$ cat config.mk
export PLATFORM = sky130hd
export DESIGN_NAME = selective_repeat_send_window
export DESIGN_NICKNAME = d
export VERILOG_FILES = /design/src/rtl/core/srsw_pkg.sv /design/src/rtl/core/srsw_ctrl.sv /design/src/rtl/core/srsw_dp.sv /design/src/rtl/core/selective_repeat_send_window.sv
export SDC_FILE = /design/constraint.sdc
export NUM_CORES = 1
export LEC_CHECK = 0
export ABC_AREA = 1
export BUFFER_PORTS_ARGS = -buffer_cell sky130_fd_sc_hd__buf_4
export CORE_MARGIN = 4
export CORE_UTILIZATION = 65
export CTS_BUF_LIST = sky130_fd_sc_hd__clkbuf_8
export CTS_CLUSTER_DIAMETER = 150
export DETAILED_ROUTE_END_ITERATION = 8
export PLACE_DENSITY = 0.84
export SYNTH_ARGS = -nofsm -noshare
export SYNTH_HDL_FRONTEND = slang
export SYNTH_SLANG_ARGS = --single-unit
export TNS_END_PERCENT = 20
$ cat constraint.sdc
create_clock -name clock -period 10.43 [get_ports clock]
set_input_delay 2.086 -clock clock [delete_from_list [all_inputs] [get_ports clock]]
set_output_delay 2.086 -clock clock [all_outputs]
set_load 0.01 [all_outputs]
$ cat src/rtl/core/srsw_pkg.sv
// ----------------------------------------------------------------------------
// Selective-repeat send window package
// Shared widths, codes, payload structs and the controller/datapath interface.
// ----------------------------------------------------------------------------
package srsw_pkg;

   localparam int WINDOW_SLOTS = 8;
   localparam int SLOT_W       = $clog2(WINDOW_SLOTS);
   localparam int COUNT_W      = $clog2(WINDOW_SLOTS + 1);
   localparam int SEQ_W        = 32;
   localparam int SLOT_FIELD_W = 3;
   localparam int WSIZE_W      = 4;
   localparam int RTO_W        = 16;
   localparam int CSR_INDEX_W  = 2;
   localparam int CSR_DATA_W   = 16;

   localparam logic [CSR_INDEX_W-1:0] REG_WINDOW_SIZE = 2'd0;
   localparam logic [CSR_INDEX_W-1:0] REG_RTO_TICKS   = 2'd1;

   localparam logic [WSIZE_W-1:0] WINDOW_SIZE_RESET = 4'd8;
   localparam logic [RTO_W-1:0]   RTO_TICKS_RESET   = 16'd100;

   localparam logic [1:0] CMD_ACK   = 2'd0;
   localparam logic [1:0] CMD_TICK  = 2'd1;
   localparam logic [1:0] CMD_OFFER = 2'd2;

   localparam logic [1:0] KIND_SEND   = 2'd0;
   localparam logic [1:0] KIND_RETX   = 2'd1;
   localparam logic [1:0] KIND_STATUS = 2'd2;

   localparam logic [1:0] STATUS_OK      = 2'd0;
   localparam logic [1:0] STATUS_FULL    = 2'd1;
   localparam logic [1:0] STATUS_IGNORED = 2'd2;

   typedef struct packed {
      logic [1:0]       cmd;
      logic [SEQ_W-1:0] ack_seq;
   } req_type;

   typedef struct packed {
      logic [1:0]              kind;
      logic [SEQ_W-1:0]        seq_out;
      logic [SLOT_FIELD_W-1:0] slot;
      logic [1:0]              status;
      logic                    window_empty;
      logic [SEQ_W-1:0]        base_seq;
      logic                    last;
   } rsp_type;

   typedef struct packed {
      logic latch_req;
      logic ack_mark;
      logic slide;
      logic tick_start;
      logic scan_emit;
      logic scan_skip;
      logic offer_send;
      logic offer_refuse;
      logic emit_status;
   } dp_cmd_type;

   typedef struct packed {
      logic ack_in_window;
      logic slide_more;
      logic scan_more;
      logic scan_hit;
      logic window_open;
      logic out_free;
   } dp_status_type;

endpackage

$ cat src/rtl/core/srsw_ctrl.sv
// ----------------------------------------------------------------------------
// Selective-repeat send window controller
// Sequences each command through the datapath and paces result transfers.
// ----------------------------------------------------------------------------
module srsw_ctrl (
   input  logic                   clock,
   input  logic                   reset,
   input  logic                   req_valid,
   output logic                   req_ready,
   input  logic [1:0]             req_cmd,
   input  srsw_pkg::dp_status_type dp_status,
   output srsw_pkg::dp_cmd_type    dp_cmd
);

   typedef enum logic [6:0] {
      ST_IDLE   = 7'b0000001,
      ST_ACK    = 7'b0000010,
      ST_SLIDE  = 7'b0000100,
      ST_TICK   = 7'b0001000,
      ST_SCAN   = 7'b0010000,
      ST_OFFER  = 7'b0100000,
      ST_STATUS = 7'b1000000
   } state_type;

   state_type state_ff;
   state_type state_in;

   always_ff @(posedge clock) begin
      if (reset) begin
         state_ff <= ST_IDLE;
      end else begin
         state_ff <= state_in;
      end
   end

   always_comb begin
      state_in  = state_ff;
      dp_cmd    = '0;
      req_ready = 1'b0;
      case (state_ff)
         ST_IDLE: begin
            req_ready = 1'b1;
            if (req_valid) begin
               dp_cmd.latch_req = 1'b1;
               case (req_cmd)
                  srsw_pkg::CMD_ACK:   state_in = ST_ACK;
                  srsw_pkg::CMD_TICK:  state_in = ST_TICK;
                  srsw_pkg::CMD_OFFER: state_in = ST_OFFER;
                  default:             state_in = ST_STATUS;
               endcase
            end
         end
         ST_ACK: begin
            dp_cmd.ack_mark = 1'b1;
            state_in = dp_status.ack_in_window ? ST_SLIDE : ST_STATUS;
         end
         ST_SLIDE: begin
            if (dp_status.slide_more) begin
               dp_cmd.slide = 1'b1;
            end else begin
               state_in = ST_STATUS;
            end
         end
         ST_TICK: begin
            dp_cmd.tick_start = 1'b1;
            state_in = ST_SCAN;
         end
         ST_SCAN: begin
            if (!dp_status.scan_more) begin
               state_in = ST_STATUS;
            end else if (!dp_status.scan_hit) begin
               dp_cmd.scan_skip = 1'b1;
            end else if (dp_status.out_free) begin
               dp_cmd.scan_emit = 1'b1;
            end
         end
         ST_OFFER: begin
            if (!dp_status.window_open) begin
               dp_cmd.offer_refuse = 1'b1;
               state_in = ST_STATUS;
            end else if (dp_status.out_free) begin
               dp_cmd.offer_send = 1'b1;
               state_in = ST_STATUS;
            end
         end
         ST_STATUS: begin
            if (dp_status.out_free) begin
               dp_cmd.emit_status = 1'b1;
               state_in = ST_IDLE;
            end
         end
         default: begin
            state_in = ST_IDLE;
         end
      endcase
   end

   a_load_needs_free_output: assert property (@(posedge clock) disable iff (reset)
      (dp_cmd.scan_emit || dp_cmd.offer_send || dp_cmd.emit_status) |-> dp_status.out_free)
      else $error("result loaded while the output register was still occupied");

endmodule

$ cat src/rtl/core/srsw_dp.sv
// ----------------------------------------------------------------------------
// Selective-repeat send window datapath
// Window pointers, time counter, per-slot acked flags and deadlines,
// configuration registers and the result output register.
// ----------------------------------------------------------------------------
module srsw_dp (
   input  logic                               clock,
   input  logic                               reset,
   input  logic [srsw_pkg::SEQ_W-1:0]         req_ack_seq,
   input  logic                               csr_valid,
   input  logic [srsw_pkg::CSR_INDEX_W-1:0]   csr_index,
   input  logic [srsw_pkg::CSR_DATA_W-1:0]    csr_data,
   input  logic                               rsp_ready,
   output logic                               rsp_valid,
   output srsw_pkg::rsp_type                  rsp_data,
   input  srsw_pkg::dp_cmd_type               dp_cmd,
   output srsw_pkg::dp_status_type            dp_status
);

   logic [srsw_pkg::WSIZE_W-1:0]      window_size_ff;
   logic [srsw_pkg::RTO_W-1:0]        rto_ff;
   logic [srsw_pkg::SEQ_W-1:0]        base_ff, base_in;
   logic [srsw_pkg::SEQ_W-1:0]        next_seq_ff, next_seq_in;
   logic [srsw_pkg::SEQ_W-1:0]        now_ff, now_in;
   logic [srsw_pkg::SEQ_W-1:0]        ack_ff, ack_in;
   logic [1:0]                        code_ff, code_in;
   logic [srsw_pkg::COUNT_W-1:0]      scan_i_ff, scan_i_in;
   logic [srsw_pkg::WINDOW_SLOTS-1:0] acked_ff, acked_in;
   logic [srsw_pkg::SEQ_W-1:0] deadline_ff [srsw_pkg::WINDOW_SLOTS];
   logic [srsw_pkg::SEQ_W-1:0] deadline_in [srsw_pkg::WINDOW_SLOTS];
   logic              rsp_valid_ff, rsp_valid_in;
   srsw_pkg::rsp_type rsp_ff, rsp_in;

   logic [srsw_pkg::SEQ_W-1:0]  outstanding;
   logic [srsw_pkg::SEQ_W-1:0]  ack_offset;
   logic [srsw_pkg::SEQ_W-1:0]  scan_seq;
   logic [srsw_pkg::SEQ_W-1:0]  deadline_diff;
   logic [srsw_pkg::SEQ_W-1:0]  reload;
   logic [srsw_pkg::SEQ_W-1:0]  size_ext;
   logic [srsw_pkg::SEQ_W-1:0]  limit;
   logic [srsw_pkg::SLOT_W-1:0] scan_idx;
   logic [srsw_pkg::SLOT_W-1:0] next_idx;
   logic [srsw_pkg::SLOT_W-1:0] ack_idx;
   logic [srsw_pkg::SLOT_W-1:0] base_idx;
   logic                        out_free;

   always_comb begin
      outstanding   = next_seq_ff - base_ff;
      ack_offset    = ack_ff - base_ff;
      scan_seq      = base_ff + srsw_pkg::SEQ_W'(scan_i_ff);
      scan_idx      = scan_seq[srsw_pkg::SLOT_W-1:0];
      next_idx      = next_seq_ff[srsw_pkg::SLOT_W-1:0];
      ack_idx       = ack_ff[srsw_pkg::SLOT_W-1:0];
      base_idx      = base_ff[srsw_pkg::SLOT_W-1:0];
      deadline_diff = deadline_ff[scan_idx] - now_ff;
      reload        = now_ff + srsw_pkg::SEQ_W'(rto_ff);
      size_ext      = srsw_pkg::SEQ_W'(window_size_ff);
      limit         = (size_ext > srsw_pkg::SEQ_W'(srsw_pkg::WINDOW_SLOTS)) ?
                      srsw_pkg::SEQ_W'(srsw_pkg::WINDOW_SLOTS) : size_ext;
      out_free      = !rsp_valid_ff || rsp_ready;

      dp_status.ack_in_window = ack_offset < outstanding;
      dp_status.slide_more    = (base_ff != next_seq_ff) && acked_ff[base_idx];
      dp_status.scan_more     = (srsw_pkg::SEQ_W'(scan_i_ff) < outstanding) &&
                                (scan_i_ff < srsw_pkg::COUNT_W'(srsw_pkg::WINDOW_SLOTS));
      dp_status.scan_hit      = !acked_ff[scan_idx] && deadline_diff[srsw_pkg::SEQ_W-1];
      dp_status.window_open   = outstanding < limit;
      dp_status.out_free      = out_free;
   end

   always_comb begin
      base_in      = base_ff;
      next_seq_in  = next_seq_ff;
      now_in       = now_ff;
      ack_in       = ack_ff;
      code_in      = code_ff;
      scan_i_in    = scan_i_ff;
      acked_in     = acked_ff;
      deadline_in  = deadline_ff;
      rsp_in       = rsp_ff;
      rsp_valid_in = rsp_valid_ff && !rsp_ready;

      if (dp_cmd.latch_req) begin
         ack_in  = req_ack_seq;
         code_in = srsw_pkg::STATUS_OK;
      end
      if (dp_cmd.ack_mark) begin
         if (dp_status.ack_in_window) begin
            acked_in[ack_idx] = 1'b1;
         end else begin
            code_in = srsw_pkg::STATUS_IGNORED;
         end
      end
      if (dp_cmd.slide) begin
         base_in = base_ff + 1'b1;
      end
      if (dp_cmd.tick_start) begin
         now_in    = now_ff + 1'b1;
         scan_i_in = '0;
      end
      if (dp_cmd.scan_skip) begin
         scan_i_in = scan_i_ff + 1'b1;
      end
      if (dp_cmd.scan_emit) begin
         scan_i_in             = scan_i_ff + 1'b1;
         deadline_in[scan_idx] = reload;
         rsp_in                = '0;
         rsp_in.kind           = srsw_pkg::KIND_RETX;
         rsp_in.seq_out        = scan_seq;
         rsp_in.slot           = srsw_pkg::SLOT_FIELD_W'(scan_idx);
         rsp_valid_in          = 1'b1;
      end
      if (dp_cmd.offer_send) begin
         acked_in[next_idx]    = 1'b0;
         deadline_in[next_idx] = reload;
         next_seq_in           = next_seq_ff + 1'b1;
         rsp_in                = '0;
         rsp_in.kind           = srsw_pkg::KIND_SEND;
         rsp_in.seq_out        = next_seq_ff;
         rsp_in.slot           = srsw_pkg::SLOT_FIELD_W'(next_idx);
         rsp_valid_in          = 1'b1;
      end
      if (dp_cmd.offer_refuse) begin
         code_in = srsw_pkg::STATUS_FULL;
      end
      if (dp_cmd.emit_status) begin
         rsp_in              = '0;
         rsp_in.kind         = srsw_pkg::KIND_STATUS;
         rsp_in.status       = code_ff;
         rsp_in.window_empty = (next_seq_ff == base_ff);
         rsp_in.base_seq     = base_ff;
         rsp_in.last         = 1'b1;
         rsp_valid_in        = 1'b1;
      end
   end

   always_ff @(posedge clock) begin
      if (reset) begin
         window_size_ff <= srsw_pkg::WINDOW_SIZE_RESET;
         rto_ff         <= srsw_pkg::RTO_TICKS_RESET;
         base_ff        <= '0;
         next_seq_ff    <= '0;
         now_ff         <= '0;
         code_ff        <= srsw_pkg::STATUS_OK;
         scan_i_ff      <= '0;
         acked_ff       <= '0;
         rsp_valid_ff   <= 1'b0;
      end else begin
         if (csr_valid && (csr_index == srsw_pkg::REG_WINDOW_SIZE)) begin
            window_size_ff <= csr_data[srsw_pkg::WSIZE_W-1:0];
         end
         if (csr_valid && (csr_index == srsw_pkg::REG_RTO_TICKS)) begin
            rto_ff <= csr_data[srsw_pkg::RTO_W-1:0];
         end
         base_ff      <= base_in;
         next_seq_ff  <= next_seq_in;
         now_ff       <= now_in;
         code_ff      <= code_in;
         scan_i_ff    <= scan_i_in;
         acked_ff     <= acked_in;
         rsp_valid_ff <= rsp_valid_in;
      end
   end

   always_ff @(posedge clock) begin
      ack_ff      <= ack_in;
      rsp_ff      <= rsp_in;
      deadline_ff <= deadline_in;
   end

   assign rsp_valid = rsp_valid_ff;
   assign rsp_data  = rsp_ff;

   a_window_bounded: assert property (@(posedge clock) disable iff (reset)
      outstanding <= srsw_pkg::SEQ_W'(srsw_pkg::WINDOW_SLOTS))
      else $error("more packets outstanding than there are slots");

   a_last_marks_status: assert property (@(posedge clock) disable iff (reset)
      rsp_valid_ff |-> (rsp_ff.last == (rsp_ff.kind == srsw_pkg::KIND_STATUS)))
      else $error("last flag does not match the status result");

   a_slide_within_window: assert property (@(posedge clock) disable iff (reset)
      dp_cmd.slide |=> (base_ff == $past(base_ff) + 1'b1) &&
                       (($past(next_seq_ff) - base_ff) < $past(outstanding)))
      else $error("window base slid past the next sequence number");

endmodule

$ cat src/rtl/core/selective_repeat_send_window.sv
// ----------------------------------------------------------------------------
// Selective-repeat send window
// Send-window controller of a selective-repeat sender: assigns sequence
// numbers and slots, tracks acknowledgements and issues retransmissions.
//
//   Channel  Direction  Payload              Transfer
//   req      in         srsw_pkg::req_type   req_valid && req_ready
//   rsp      out        srsw_pkg::rsp_type   rsp_valid && rsp_ready
//   csr      in         index, 16-bit data   csr_valid && csr_ready
//
// One item is handled at a time. An offer sends a packet or is refused, an
// ACK marks its slot and slides the base over acked slots or is ignored, a
// tick retransmits each expired slot and an unused command only returns a
// status, the controller stepping one slot a cycle unless the output is busy.
// Each result waits in the output register while rsp_ready is low, which
// stalls the sequence. Reset is synchronous; csr writes are always taken.
// ----------------------------------------------------------------------------
module selective_repeat_send_window (
   input  logic                             clock,
   input  logic                             reset,
   input  logic                             req_valid,
   output logic                             req_ready,
   input  srsw_pkg::req_type                req_data,
   output logic                             rsp_valid,
   input  logic                             rsp_ready,
   output srsw_pkg::rsp_type                rsp_data,
   input  logic                             csr_valid,
   output logic                             csr_ready,
   input  logic [srsw_pkg::CSR_INDEX_W-1:0] csr_index,
   input  logic [srsw_pkg::CSR_DATA_W-1:0]  csr_data
);

   srsw_pkg::dp_cmd_type    dp_cmd;
   srsw_pkg::dp_status_type dp_status;

   assign csr_ready = 1'b1;

   srsw_ctrl u_ctrl (
      .clock     (clock),
      .reset     (reset),
      .req_valid (req_valid),
      .req_ready (req_ready),
      .req_cmd   (req_data.cmd),
      .dp_status (dp_status),
      .dp_cmd    (dp_cmd)
   );

   srsw_dp u_dp (
      .clock       (clock),
      .reset       (reset),
      .req_ack_seq (req_data.ack_seq),
      .csr_valid   (csr_valid),
      .csr_index   (csr_index),
      .csr_data    (csr_data),
      .rsp_ready   (rsp_ready),
      .rsp_valid   (rsp_valid),
      .rsp_data    (rsp_data),
      .dp_cmd      (dp_cmd),
      .dp_status   (dp_status)
   );

endmodule
After elaboration in Yosys (flattened, before gate mapping)

Cells that the tools add are included.

Muxes and demuxes: 61
Reductions and logical operators: 22
$add $sub $neg: 9
Magnitude comparators: 15
Equal/unequal tests: 17
Bitwise operators: 5

Operator list:

| kind                  | number |
|---|---|
| $bwmux 256            | 2 |
| $mux 256              | 2 |
| $demux 32 s3          | 2 |
| $mux 73               | 2 |
| $mux 32               | 4 |
| $add 32x1->32 const B | 3 |
| $bmux 32 s3           | 1 |
| $sub 32x32->32        | 3 |
| $lt 32x32->1          | 2 |
| $mux 7                | 7 |
| $pmux 7 s7            | 1 |
| $mux 36               | 1 |
| $add 32x16->32        | 1 |
| $add 32x4->32         | 1 |
| $eq 32x32->1          | 1 |
| $lt 4x32->1           | 1 |
| $ne 32x32->1          | 1 |
| $mux 8                | 3 |
| $mux 1                | 21 |
| $pmux 7 s3            | 1 |
| $lt 3x4->1 const B    | 4 |
| $mux 4                | 4 |
| $mux 2                | 6 |
| $logic_and 1x1->1     | 10 |
| other kinds (31)      | 45 |

Word-level logic and storage cells: 157
Register bits: 499
Bits of input ports: 57
Output and inout bits: 76

Logic depth before layout (Yosys ltp)

Gate-level depths: netlist of run 1.

Depth after elaboration: 13
Gate-level depth with buffers: 32

Cells and area by module

A second synthesis of run 1 with hierarchy kept.

Cells, all modules: 4121
Area total of the unflattened synthesis: 28722.5 sq um

Modules (own cells, without submodules):

| module                       | area an instance (sq um) | cells an instance | seq. area each (sq um) | instances |
|---|---|---|---|---|
| srsw_dp                      | 28119.5                  | 4029              | 10440.0                | 1 |
| srsw_ctrl                    | 591.8                    | 90                | 140.1                  | 1 |
| selective_repeat_send_window | 11.3                     | 2                 | 0.0                    | 1 |

Worst setup path before layout of run 1

OpenSTA, ideal clock, no wires.

Path type: reg-to-reg
From: register u_dp.base_ff[0] in the netlist's numbering
To: register u_dp.rsp_ff, in the netlist u_dp.rsp_data[10] (enable)
Data required time: 10040 ps
Cell stages (with the launch flop): 27
Data arrival time: 4742 ps
Setup slack: 5299 ps
Cells stage by stage: dfxtp_1 > ha_1 > fa_1 > inv_1 > nor2_1 > nand2_1 > clkbuf_1 > clkbuf_1 > o22ai_1 > a221oi_1 > o211ai_1 > inv_1 > ha_1 > nand2_1 > inv_1 > nand3_1 > a31oi_1 > nor3_1 > a21boi_0 > nand2_1 > nand2_1 > nand2_1 > nand2_1 > nand3_1 > o21ai_0 > nor2_1 > inv_1

Longest elaborated chain between the ends: 11
Elaborated cells between the ends (all ways): 20
Those cells by class: add/sub: 3; order compare: 2; mux: 10; bitwise: 1; reduce/logical: 4

Ends and longest elaborated chain:

| what                                        | RTL line        | RTL |
|---|---|---|
| from (decl)                                 | srsw_dp.sv:22   | `logic [srsw_pkg::SEQ_W-1:0] base_ff, base_in;` |
| from (signal assigned)                      | srsw_dp.sv:155  | `base_ff <= base_in;` |
| $add 32x4->32                               | srsw_dp.sv:50   | `scan_seq = base_ff + srsw_pkg::SEQ_W'(scan_i_ff);` |
| $not 3->4 (not written as such)             | srsw_dp.sv:55   | `deadline_diff = deadline_ff[scan_idx] - now_ff;` |
| $bmux 32 s3                                 | srsw_dp.sv:55   |  |
| $mux 32 (not written as such) (2 in series) | srsw_dp.sv:55   |  |
| $sub 32x32->32                              | srsw_dp.sv:55   |  |
| $logic_and 1x1->1                           | srsw_dp.sv:66   | `dp_status.scan_hit = !acked_ff[scan_idx] && deadline_diff[srsw_pkg::SEQ_W-1];` |
| $mux 1                                      | srsw_ctrl.sv:71 | `end else if (!dp_status.scan_hit) begin` |
| $mux 2                                      | srsw_ctrl.sv:69 | `if (!dp_status.scan_more) begin` |
| $mux 2                                      | srsw_ctrl.sv:40 | `case (state_ff)` |
| $reduce_bool 3->1 (no line) (*)             | --              |  |
| to (signal assigned)                        | srsw_dp.sv:167  | `rsp_ff <= rsp_in;` |
| to (decl)                                   | srsw_dp.sv:32   | `srsw_pkg::rsp_type rsp_ff, rsp_in;` |

Mark *: on every way between the ends. The rest lies on a longest branch, timed or not. The select of a mux whose other input is x is not followed.
A chain may end at the register's enable or synchronous reset.

==> impl_metrics.csv, run 1 <==
group,metric,value,unit
setup_path,crit_slowest_cell,"nand2_2",
logic_synthesis,synth-seq-area-share,37.76,%
grt,grt.total_usage,38.89,%
run,cap_violations,0,
setup_path,path_class,"flop to flop",
drt,wire_per_inst,19.80,um
logic_synthesis,synth-edff-count,67,
die,die_w,215.6,um
drt,dr.pass1.iters,7,
drt,drc_errors,0,
sta,drv_slew,0,
clock_network,cts_tree,"built",
clock_network,cts_root_buffer,"clkbuf_8",
logic_synthesis,ys_warn_count,0,
logic_synthesis,synth_area,0.02802,sq mm
logic_synthesis,synth_top_cells_by_area,"dfxtp_1 31%, nand2_1 16%, edfxtp_1 7.2%",
setup_path,cp.arrival,7460,ps
setup_path,worstPathRequired,11030,ps
drt,antenna_left,0,
logic_synthesis,syn_avg_cell_area,6.963,sq um
clock_network,cts_buffers,83,
setup_path,cp_common_cell,"nand2_1",
drt,vias_per_cell,5.930,
grt,grt_pass1_vias,26312,
sta,rsz0062_at_grt,"no",
sta,fin_setup_tns,0,ps
drt,drt_iter0_drc,3551,
sta,finalCritPeriodShare,65.74,%
power,leakagePower,14.79,nW
finish,synthToLayoutAreaGrowth,10.64,%
finish,diodes,0,
die,core,0.04232,sq mm
clock_network,clkTransAtPathRegs,60,ps
logic_synthesis,syn-instance-count,4024,
finish,final_cell_mix,"1170 x nand2_1, 477 x inv_1, 428 x dfxtp_1, 337 x nand3_1, 311 x nor2_1",
grt,antenna_found_initial,1,
clock_network,cts.sink_count,495,
sta,maxSlewHeadroom,27.08,%
drt,met3_length,9230,um
logic_synthesis,yosys.area.top_type,"dfxtp_1",
setup_path,cpPeakStageDelay,810,ps
die,pin_count,133,
die,die_h,215.6,um
logic_synthesis,ys_seq_elements,495,
power,p_per_area,149.8,mW/mm^2
drt,wirelength_met1,34890,um
finish,final_nets,4353,
die,dieArea,0.04649,sq mm
setup_path,critical-path-top-delay-family,"simple AND/OR/NAND/NOR gates",
drt,met2_length,43300,um
logic_synthesis,syn_nets,4238,
power,peakVddDrop,0.1506,mV
drt,topRoutingLayerUsed,"met5",
sta,setup_violations,0,
sta,setup_ws,3573,ps
placed_design,gp_congestion,1.054,
drt,drt-total-wl,94630,um
logic_synthesis,synthArstFlopShare,0,%
clock_network,cts_resized,0,
grt,grt_max_degree,63,
clock_network,hold_buffers,0,
clock_network,clock_latency,700,ps
grt,grt_first_pass_wirelength,144000,um
grt,overflow,0,
placed_design,dp_hpwl,66410,um
clock_network,h-tree-depth,3,
sta,timing.fmax,145.8,MHz
sta,tightest_slew,1090,ps
sta,clock-skew-final,31.57,ps
finish,drive_above_1_share,8.260,%
placed_design,portBuffers,131,
sta,fin_crit,6857,ps
run_status,status,"completed",
logic_synthesis,ys.flop_type,"dfxtp_1",
clock_network,clockBufferDepth,3,
finish,final_common_cell,"nand2_1",
placed_design,dp_slack,3948,ps
setup_path,cp-end-kind,"flop",
logic_synthesis,yosys.area.top_type_share,30.58,%
setup_path,crit_buf_inv,6,
worst_hold_path,hold_path.class,"flop to flop",
setup_path,start_kind,"flop",
drt,vias,28333,
clock_network,cts_setup_buffers,0,
logic_synthesis,yosys.cell_types.count,53,
sta,hold_viol,0,
die,num_rows,75,
setup_path,crit_path_max_fanout,40,
die,start_util,66.21,%
registers in the layout (all words and copies together), names as in the netlist:
signal               cells
u_dp.base_ff            32
u_dp.window_size_ff      4
u_dp.code_ff             2
u_dp.scan_i_ff           4
u_dp.rsp_data           69
u_dp.now_ff             32
u_dp.next_seq_ff        32
u_dp.rto_ff             16
u_dp.acked_ff            8
u_dp.ack_ff             32
u_ctrl.state_ff          7
u_dp.deadline_ff       256
u_dp.rsp_valid           1
synth_stat cells (all sizes together) (74+ instances only):
| cell | number |
|---|---|
| a21oi | 237 |
| o22ai | 90 |
| o21ai | 151 |
| inv | 475 |
| nand3 | 341 |
| nor2 | 326 |
| xor2 | 93 |
| ha | 153 |
| nand2 | 1189 |
| dfxtp | 428 |
| nor3 | 97 |
| clkbuf | 74 |
through the flow:
stage | hold slack, ps | util [%] | instances | power, mW | area [sq um]
2_1_floorplan | 432.9 | - | 4024 | 2.669 | 28020
3_5_place_dp | 451.9 | 69.31 | 4631 | 2.920 | 29330
6_report | 467.0 | 73.25 | 4778 | 4.644 | 31000
4_1_cts | 464.4 | 73.25 | 4778 | 4.633 | 31000
3_3_place_gp | 449.2 | 69.31 | 4631 | 2.899 | 29330
5_1_grt | 473.9 | 73.25 | 4778 | 4.839 | 31000
final cells by class:
type	instances	area, sq um
inverter	490	1839
fill	3500	11320
timing repair buffer	163	1224
sequential	495	10580
clock buffer	106	1459
tap	577	721.9
clock inverter	41	209.0
multi-input combinational	2906	14970
worst reg2reg max path: cells and delay by family (launching register included):
kind | cells | cell delay, ps
and+or+nand+nor | 16 | 2910
buffers and inverters | 6 | 2000
adders and majority gates | 3 | 1080
DFF | 1 | 400
AOI/OAI and AO/OA | 3 | 400
power by group:
| part | internal (mW) | leakage [nW] | switching, mW |
|---|---|---|---|
| Clock | 0.918 | 0.945 | 0.829 |
| Sequential | 2.02 | 4.08 | 0.0401 |
| Combinational | 0.316 | 9.76 | 0.520 |
cells by family after synthesis:
group / Yosys count / synth area share (%)
AND/OR/NAND/NOR: 2071 / 31.37
buffers and inverters: 623 / 8.868
AO/OA/AOI/OAI: 559 / 11.18
flip-flops: 495 / 37.76
adder cells (fa/ha/maj): 157 / 7.118
XOR/XNOR: 118 / 3.688
other: 1 / 0.01338
metal layers:
layer	track usage (%)	up-vias
li1	-	13453
met1	45.65	12706
met2	64.86	1736
met3	7.975	436
met4	25.02	2
met5	0	-
path summary, 6_finish.rpt:
kind / to / start / cells past startpoint / slack (ps)
max: u_dp.deadline_ff[177] / u_dp.base_ff[0] / 28 / 3570
min reg2reg: u_dp.rto_ff[6] / u_dp.rto_ff[6] / 2 / 470
max reg2reg: u_dp.deadline_ff[177] / u_dp.base_ff[0] / 28 / 3570
min: u_dp.rto_ff[6] / u_dp.rto_ff[6] / 2 / 470
Power figures use the tool's default switching activity.
==> run 2, diff against run 1 <==
- ABC_AREA: 1 -> 0
- CORE_UTILIZATION: 65 -> 58
- PLACE_DENSITY: 0.84 -> 0.79
- clock period: 10.43 -> 6.2 ns (I/O delays scaled with it)
==> impl_metrics.csv, run 2 <==
group,metric,value,unit
run_status,status,"completed",
power,leakagePower,12.69,nW
setup_path,start_kind,"flop",
finish,drive_above_1_share,19.02,%
sta,drv_slew,0,
clock_network,cts_root_buffer,"clkbuf_8",
clock_network,cts_tree,"built",
clock_network,cts_buffers,83,
setup_path,worstPathRequired,6730,ps
drt,drt-total-wl,80660,um
drt,vias,22623,
logic_synthesis,ys.flop_type,"dfxtp_1",
logic_synthesis,synth_common_cells,"428 x dfxtp_1, 239 x nand2_1, 206 x nor2_1, 153 x ha_1",
drt,drc_errors,0,
logic_synthesis,ys_seq_elements,495,
worst_hold_path,hold_path_startpoint,"u_dp.deadline_ff[169]",
sta,maxSlewHeadroom,18.23,%
grt,antenna_found_initial,0,
sta,fin_setup_tns,0,ps
logic_synthesis,synth-xor-area-share,5.067,%
logic_synthesis,yosys.area.top_type_share,31.20,%
finish,synthToLayoutAreaGrowth,12.08,%
finish,n_fill_cell,3676,
logic_synthesis,yosys.area.top_type,"dfxtp_1",
placed_design,dp_hpwl,58820,um
clock_network,clockBufferDepth,3,
logic_synthesis,synth_top_cells_by_area,"dfxtp_1 31%, edfxtp_1 7.3%, ha_1 7.0%",
setup_path,cp-end-kind,"flop",
sta,fin_crit,5896,ps
setup_path,reg2reg_slack,300,ps
die,num_rows,79,
grt,grt_pass1_vias,22372,
clock_network,cts.sink_count,495,
grt,grt.total_usage,30.69,%
logic_synthesis,ys_warn_count,0,
clock_network,clock_latency,680,ps
finish,regMostFlops,"u_dp.deadline_ff",
grt,grt_max_degree,86,
drt,vias_per_cell,6.277,
setup_path,path_class,"flop to flop",
clock_network,hold_buffers,0,
finish,diodes,0,
sta,clock-skew-final,33.36,ps
die,die_w,225.6,um
drt,wire_per_inst,22.38,um
finish,final_cell_mix,"428 x dfxtp_1, 238 x nand2_1, 206 x nor2_1, 192 x buf_4, 152 x ha_1",
worst_hold_path,hold_end,"u_dp.deadline_ff[169]",
worst_hold_path,hold_path.class,"flop to flop",
sta,hold_viol,0,
placed_design,gp_congestion,0.9925,
sta,tightest_slew,1218,ps
setup_path,worstReg2RegStart,"u_dp.scan_i_ff[0]",
logic_synthesis,synth_top_family_by_area,"multiplexers",
power,peakVddDrop,0.2526,mV
logic_synthesis,yosys.cell_types.count,105,
sta,finalCritPeriodShare,95.09,%
logic_synthesis,synth-edff-count,67,
clock_network,h-tree-depth,3,
die,die_h,225.6,um
finish,final_nets,3150,
logic_synthesis,synth_area,0.02746,sq mm
finish,final_common_cell,"dfxtp_1",
drt,dr.pass1.iters,5,
logic_synthesis,synth-seq-area-share,38.53,%
die,dieArea,0.05089,sq mm
die,start_util,58.86,%
logic_synthesis,synthAdderAreaFrac,7.263,%
placed_design,portBuffers,131,
grt,grt_first_pass_wirelength,124100,um
logic_synthesis,synthSimpleGateAreaFrac,15.86,%
die,pin_count,133,
finish,utilization,65.97,%
logic_synthesis,yosysMostFrequentCell,"dfxtp_1",
setup_path,crit_path_max_fanout,16,
drt,antenna_left,0,
power,p_per_area,225.3,mW/mm^2
finish,largest_reg_flops,256,
clock_network,clkTransAtPathRegs,60,ps
logic_synthesis,syn_avg_cell_area,9.850,sq um
setup_path,timing.rr.end,"u_dp.deadline_ff[126]",
sta,setup_violations,0,
logic_synthesis,synthArstFlopShare,0,%
logic_synthesis,syn-instance-count,2788,
grt,overflow,0,
drt,drt_iter0_drc,1888,
setup_path,cp.arrival,6430,ps
worst_hold_path,hold_path_depth,1,
sta,rsz0062_at_grt,"no",
logic_synthesis,syn_nets,3002,
logic_synthesis,synthMuxAreaShare,16.11,%
die,core,0.04665,sq mm
setup_path,worst-r2r-cell-count,19,
run,cap_violations,0,
sta,timing.fmax,169.6,MHz
logic_synthesis,synth_compound_area_share,12.78,%
-- run 2: cell types whose count changed after synthesis, moves of 71 or more --
cell,delta
nand3_1,-261
mux2_2,+84
xnor2_1,+110
inv_1,-344
xor2_1,-71
nor2_1,-108
nand2_1,-931
a21oi_1,-102
mux2_1,+129
-- run 2: logic make-up (layout without fill, tap and decap cells) --
family,Yosys count,after routing
other,1,1
multiplexers,340,340
adder cells (fa/ha/maj),157,157
flip-flops,495,495
AO/OA/AOI/OAI,510,510
XOR/XNOR,158,158
AND/OR/NAND/NOR,879,879
buffers and inverters,248,457
-- run 2: final cells by class --
type / count / area, sq um / share of cell area (%)
Clock buffer: 103 / 1418 / 4.606
Clock inverter: 43 / 240.2 / 0.7805
Inverter: 112 / 420.4 / 1.366
Multi-Input combinational cell: 2045 / 15780 / 51.27
Sequential cell: 495 / 10580 / 34.38
Tap cell: 607 / 759.5 / 2.468
Timing Repair Buffer: 199 / 1582 / 5.138
-- run 2: worst max-delay path by stage --
stage	cells after the start	slack [ps]	endpoint	startpoint
floorplan	22	160	u_dp.rsp_data[10]	u_dp.base_ff[0]
global placement	25	340	u_dp.acked_ff[2]	u_dp.ack_ff[0]
detailed placement	25	300	u_dp.acked_ff[3]	u_dp.ack_ff[0]
CTS	26	250	u_dp.acked_ff[2]	u_dp.ack_ff[0]
global route	21	50	u_dp.deadline_ff[126]	u_dp.scan_i_ff[0]
finish	19	300	u_dp.deadline_ff[126]	u_dp.scan_i_ff[0]
-- run 2: routing by layer --
layer  vias up  GRT usage (%)  wire (um)
li1      10430              -          -
met1     11000          39.59      33320
met2       956          49.42      36890
met3       237          6.044       6085
met4         0          15.37       4364
met5         -              0          0
-- run 2: timing repair --
| item | 4_1_cts | 5_1_grt |
|---|---|---|
| gates resized for setup | 0 | 7 |
| endpoints found under the setup margin | 0 | 37 |
| setup buffers | 0 | 5 |
-- run 2: where the power goes --
part | leakage [nW] | switching [mW] | internal, mW
sequential | 4.10 | 0.0391 | 3.32
combinational | 7.62 | 0.374 | 0.286
clock | 0.970 | 1.37 | 1.55
-- run 2: stage by stage --
| step | cell area [sq um] | hold WS, ps | setup WS (ps) | power, mW | cells |
|---|---|---|---|---|---|
| floorplan | 27470 | 428.5 | 158.6 | 3.843 | 2788 |
| global placement | 29040 | 435.3 | 344.0 | 4.027 | 3453 |
| detailed placement | 29040 | 443.5 | 300.1 | 4.062 | 3453 |
| CTS | 30700 | 457.1 | 250.4 | 6.965 | 3599 |
| global route | 30780 | 469.4 | 49.67 | 7.189 | 3604 |
| finish | 30780 | 454.7 | 304.3 | 6.933 | 3604 |
-- run 2: worst max-delay path, cell delays in order (launching register included) --
cell and delay (ps):
dfxtp_1 380, ha_4 190, fa_2 420, xnor2_2 340, nand2_1 540, o22ai_1 380
nor3_1 90, ha_1 320, nand4_1 130, nor2_1 60, a221o_1 370, o311a_1 360
o41ai_1 80, a21oi_1 190, mux2i_1 240, nand3_1 270, a311o_1 450, o41ai_4 130
buf_4 470, mux2_4 330
